File: src/rtl/lbs_div.sv
// Iterative restoring divider, one quotient bit per cycle.
module lbs_div #(
    parameter int NW = 64,
    parameter int DW = 20
) (
    input  logic          clk,
    input  logic          rst_n,
    input  logic          start,
    input  logic [NW-1:0] dividend,
    input  logic [DW-1:0] divisor,
    output logic          done,
    output logic [NW-1:0] quotient
);
    localparam int CW = (NW > 1) ? $clog2(NW) : 1;

    logic          busy_reg;
    logic          done_reg;
    logic [CW-1:0] cnt_reg;
    logic [DW-1:0] rem_reg;
    logic [NW-1:0] quo_reg;
    logic [DW-1:0] dvs_reg;
    logic [DW:0]   shifted;
    logic [DW:0]   diff;
    logic          ge;

    // One trial subtraction per cycle.
    assign shifted = {rem_reg, quo_reg[NW-1]};
    assign diff    = shifted - {1'b0, dvs_reg};
    assign ge      = shifted >= {1'b0, dvs_reg};

    // Control state of the iteration.
    always_ff @(posedge clk or negedge rst_n)
    begin
        if (!rst_n)
        begin
            busy_reg <= 1'b0;
            done_reg <= 1'b0;
            cnt_reg  <= '0;
        end
        else
        begin
            done_reg <= 1'b0;
            if (start)
            begin
                busy_reg <= 1'b1;
                cnt_reg  <= CW'(NW - 1);
            end
            else if (busy_reg)
            begin
                if (cnt_reg == '0)
                begin
                    busy_reg <= 1'b0;
                    done_reg <= 1'b1;
                end
                else
                begin
                    cnt_reg <= cnt_reg - 1'b1;
                end
            end
        end
    end

    // Partial remainder and quotient shift register.
    always_ff @(posedge clk)
    begin
        if (start)
        begin
            quo_reg <= dividend;
            rem_reg <= '0;
            dvs_reg <= divisor;
        end
        else if (busy_reg)
        begin
            rem_reg <= ge ? diff[DW-1:0] : shifted[DW-1:0];
            quo_reg <= {quo_reg[NW-2:0], ge};
        end
    end

    assign done     = done_reg;
    assign quotient = quo_reg;

endmodule

File: config.mk
export PLATFORM = sky130hd
export DESIGN_NAME = lbs_div
export DESIGN_NICKNAME = d
export VERILOG_FILES = /design/src/rtl/lbs_div.sv
export SDC_FILE = /design/constraint.sdc
export NUM_CORES = 1
export LEC_CHECK = 0
export CORE_MARGIN = 2
export CORE_UTILIZATION = 40
export CTS_CLUSTER_DIAMETER = 120
export DETAILED_ROUTE_END_ITERATION = 10
export DONT_BUFFER_PORTS = 1
export PLACE_DENSITY_LB_ADDON = 0.05
export SYNTH_ARGS = -nofsm -noshare
export SYNTH_HDL_FRONTEND = slang
export SYNTH_SLANG_ARGS = --single-unit
File: constraint.sdc
create_clock -name clk -period 2.4 [get_ports clk]
set_clock_uncertainty 0.15 [all_clocks]
set_input_delay 0.36 -clock clk [delete_from_list [all_inputs] [get_ports clk]]
set_output_delay 0.36 -clock clk [all_outputs]
set_load 0.01 [all_outputs]
==> impl_metrics.json <==
{
  "status": "finished with violations",
  "failed_checks": "setup timing",
  "seq_area_frac_synth_pct": 53.4,
  "io_buffers": 0,
  "ys_async_sr_fraction_pct": 7.14,
  "gr-total-overflow": 0,
  "arrival_ns": 2.47,
  "wl_mm": 14.0,
  "synthTopCellsByArea": "edfxtp_1, mux2_2, dfxtp_1",
  "max_freq_mhz": 398,
  "hold_violations": 0,
  "largest_reg_flops": 64,
  "drt_iter0_markers": 183,
  "syn-instance-count": 492,
  "cts_root_buffer": "clkbuf_16",
  "clock_latency_ns": 0.36,
  "synthDistinctLibCells": 61,
  "drcViolationCount": 0,
  "syn_nets": 602,
  "grt_first_pass_wirelength_mm": 22.8,
  "min_period_over_period_pct": 105,
  "synth.ff_latch_count": 112,
  "grt_max_degree": 73,
  "slew_headroom_pct": 45.2,
  "crit_path_max_fanout": 8,
  "setup_viol": 15,
  "vias": 4096,
  "pre_cts_ws_ns": -0.141,
  "routed_via_density": 5.35,
  "core_um2": 14400,
  "clk_pin_slew_ns": 0.08,
  "cts_tree": "done",
  "synth_largest_area_cell": "edfxtp_1",
  "die_w_um": 125,
  "fin_crit_ns": 2.51,
  "numCtsBuffers": 9,
  "clkSinkCount": 112,
  "dp.cells": 724,
  "fin_ws_ns": -0.111,
  "die_area_um2": 15600,
  "antenna_found_initial": 0,
  "area_delta_synth_final_pct": 27.8,
  "criticalPathCategory": "flop to flop",
  "initial_core_util_pct": 40.6,
  "vdd_ir_drop_max_mv": 0.557,
  "synth_top_family_by_area": "multiplexers",
  "synth_top_area_share_pct": 43.1,
  "yosys_warnings": 0,
  "syn-cell-area_um2": 5850,
  "n_antenna_cell": 0,
  "end_kind": "flop",
  "layout.cells.non_filler": 766,
  "place.gp.congestion": 0.825,
  "slew_violations": 0,
  "grt_use_total_pct": 18.2,
  "final_common_cell": "edfxtp_1",
  "mostFrequentLayoutCells": "edfxtp_1, buf_4, mux2_2",
  "fin_util_pct": 51.9,
  "p_per_area_nw_per_um2": 1060,
  "synth_edf_count": 84,
  "synth-compound-area-share_pct": 11.4,
  "drtPass1Iterations": 4,
  "htreeDepth": 3,
  "synth_ff_type": "edfxtp_1",
  "worstPathRequired_ns": 2.36,
  "startpoint_type": "flop",
  "max_stage_delay_ns": 0.40,
  "rsz0062_at_grt": "true",
  "synth_fa_ha_area_share_pct": 5.04,
  "syn_area_per_cell_um2": 11.9,
  "leakagePower_nw": 2.90,
  "synth_mux_area_share_pct": 12.7,
  "drv_cap": 0,
  "ant_nets": 0,
  "hp-class": "input port to flop",
  "first_global_vias": 4358,
  "place_hpwl_mm": 9.37,
  "tightest_slew_ns": 0.822,
  "drive_above_1_share_pct": 38.1,
  "die_h_um": 125,
  "row_count": 44,
  "nets": 688,
  "slowest_stage": "or3_4",
  "yosys.area_share.xor_xnor_pct": 2.09,
  "yosys.area_share.simple_pct": 11.4,
  "critical_path.cell_chain": "inv_2 > ha_4 > and4_4 > and2b_2 > nand2_1 > a31oi_4 > or3_4 > buf_8 > mux2_2",
  "clockBufferDepth": 2,
  "wl_per_cell_um": 18.3,
  "fillCellCount": 1297,
  "io_pins": 152
}
[cell usage after synthesis, drive strengths merged, types with 2 or more instances]
library cell  number
edfxtp            84
mux2              64
nand2             46
inv               32
nor2              25
ha                22
dfxtp             20
a21oi             17
clkbuf            16
nor3              12
a311oi            11
o21ai             11
nand3             10
a21o               9
xnor2              9
buf                8
dfrtp              8
and3               7
nand2b             7
a211oi             6
xor2               5
a31oi              4
nor2b              4
or3                4
a211o              3
and2               3
nand4              3
nand4b             3
o211ai             3
o21a               3
o21bai             3
o2bb2ai            3
o311ai             3
o31ai              3
and2b              2
mux2i              2
nor4               2
or2                2
[worst paths after layout]
path	start	to	slack, ns	cells past startpoint
hold / removal	dividend[31]	quotient[31]	0.07	1
setup reg to reg	dvs_reg[15]	quotient[0]	-0.11	9
min in group asynchronous	rst_n	cnt_reg[0]	0.20	1
hold reg to reg	cnt_reg[0]	cnt_reg[0]	0.35	1
setup / recovery	dvs_reg[15]	quotient[0]	-0.11	9
max in group asynchronous	rst_n	done	1.63	1
[kinds of logic after synthesis]
logic type                 count (synthesis)
xor gates and xnor gates                  14
AOI/OAI and AO/OA                         87
buffers and inverters                     56
muxes                                     66
DFF                                      112
and+or+nand+nor                          134
adders and majority gates                 23
[area by class of cell]
cell class	count	area, µm²	share of cell area [%]
inverters	32	124	1.66
clock buffers	9	225	3.01
multi-input cells	324	2870	38.4
flip-flops and latches	112	3120	41.7
well taps	184	230	3.08
repair buffers	99	846	11.3
clock inverters	6	62.6	0.836
[report_power, final]
group	leakage [nW]	internal [mW]	total [mW]	switching (mW)
Combinational	1.64	1.99	3.73	1.74
Sequential	1.12	2.43	2.73	0.299
Clock	0.141	0.728	1.49	0.763
Total	2.90	5.15	7.95	2.80
[stage by stage]
stage / hold slack [ns] / total power [mW] / setup TNS [ns] / cell area, µm²
final: 0.0653 / 7.95 / -0.495 / 7480
after global routing: 0.0444 / 8.49 / -2.90 / 7480
after CTS: 0.0497 / 7.65 / -0.985 / 7250
after detailed placement: -0.0854 / 5.80 / -1.29 / 6540
after global placement: -0.0853 / 5.80 / -0.455 / 6540
after floorplan: -0.0856 / 4.66 / -0.134 / 5900
[critical path: cells and delay by family (launching register included)]
| family | cells | cell delay [ns] |
|---|---|---|
| AO/OA/AOI/OAI | 1 | 0.11 |
| adder cells (fa/ha/maj) | 1 | 0.20 |
| buffers and inverters | 2 | 0.23 |
| flip-flops | 1 | 0.39 |
| multiplexers | 1 | 0.26 |
| AND/OR/NAND/NOR | 4 | 0.92 |
[routing by layer]
| metal | global-route usage (%) | up-vias | part of all wire [%] |
|---|---|---|---|
| met4 | 3.59 | 0 | 0.89 |
| met1 | 22.8 | 1975 | 43 |
| met2 | 29.6 | 122 | 48 |
| met3 | 7.70 | 11 | 8.2 |
| li1 | - | 1988 | - |
| met5 | 0 | - | 0 |
[what timing repair did]
action | 4_1_cts | 5_1_grt
pin swaps | 14 | 24
setup buffers | 4 | 2
hold buffers | 22 | 0
gates resized for setup | 24 | 42
setup endpoints to repair | 21 | 21
endpoints found under the hold margin | 63 | 0
No activity file was read; power rests on OpenSTA's default activity.
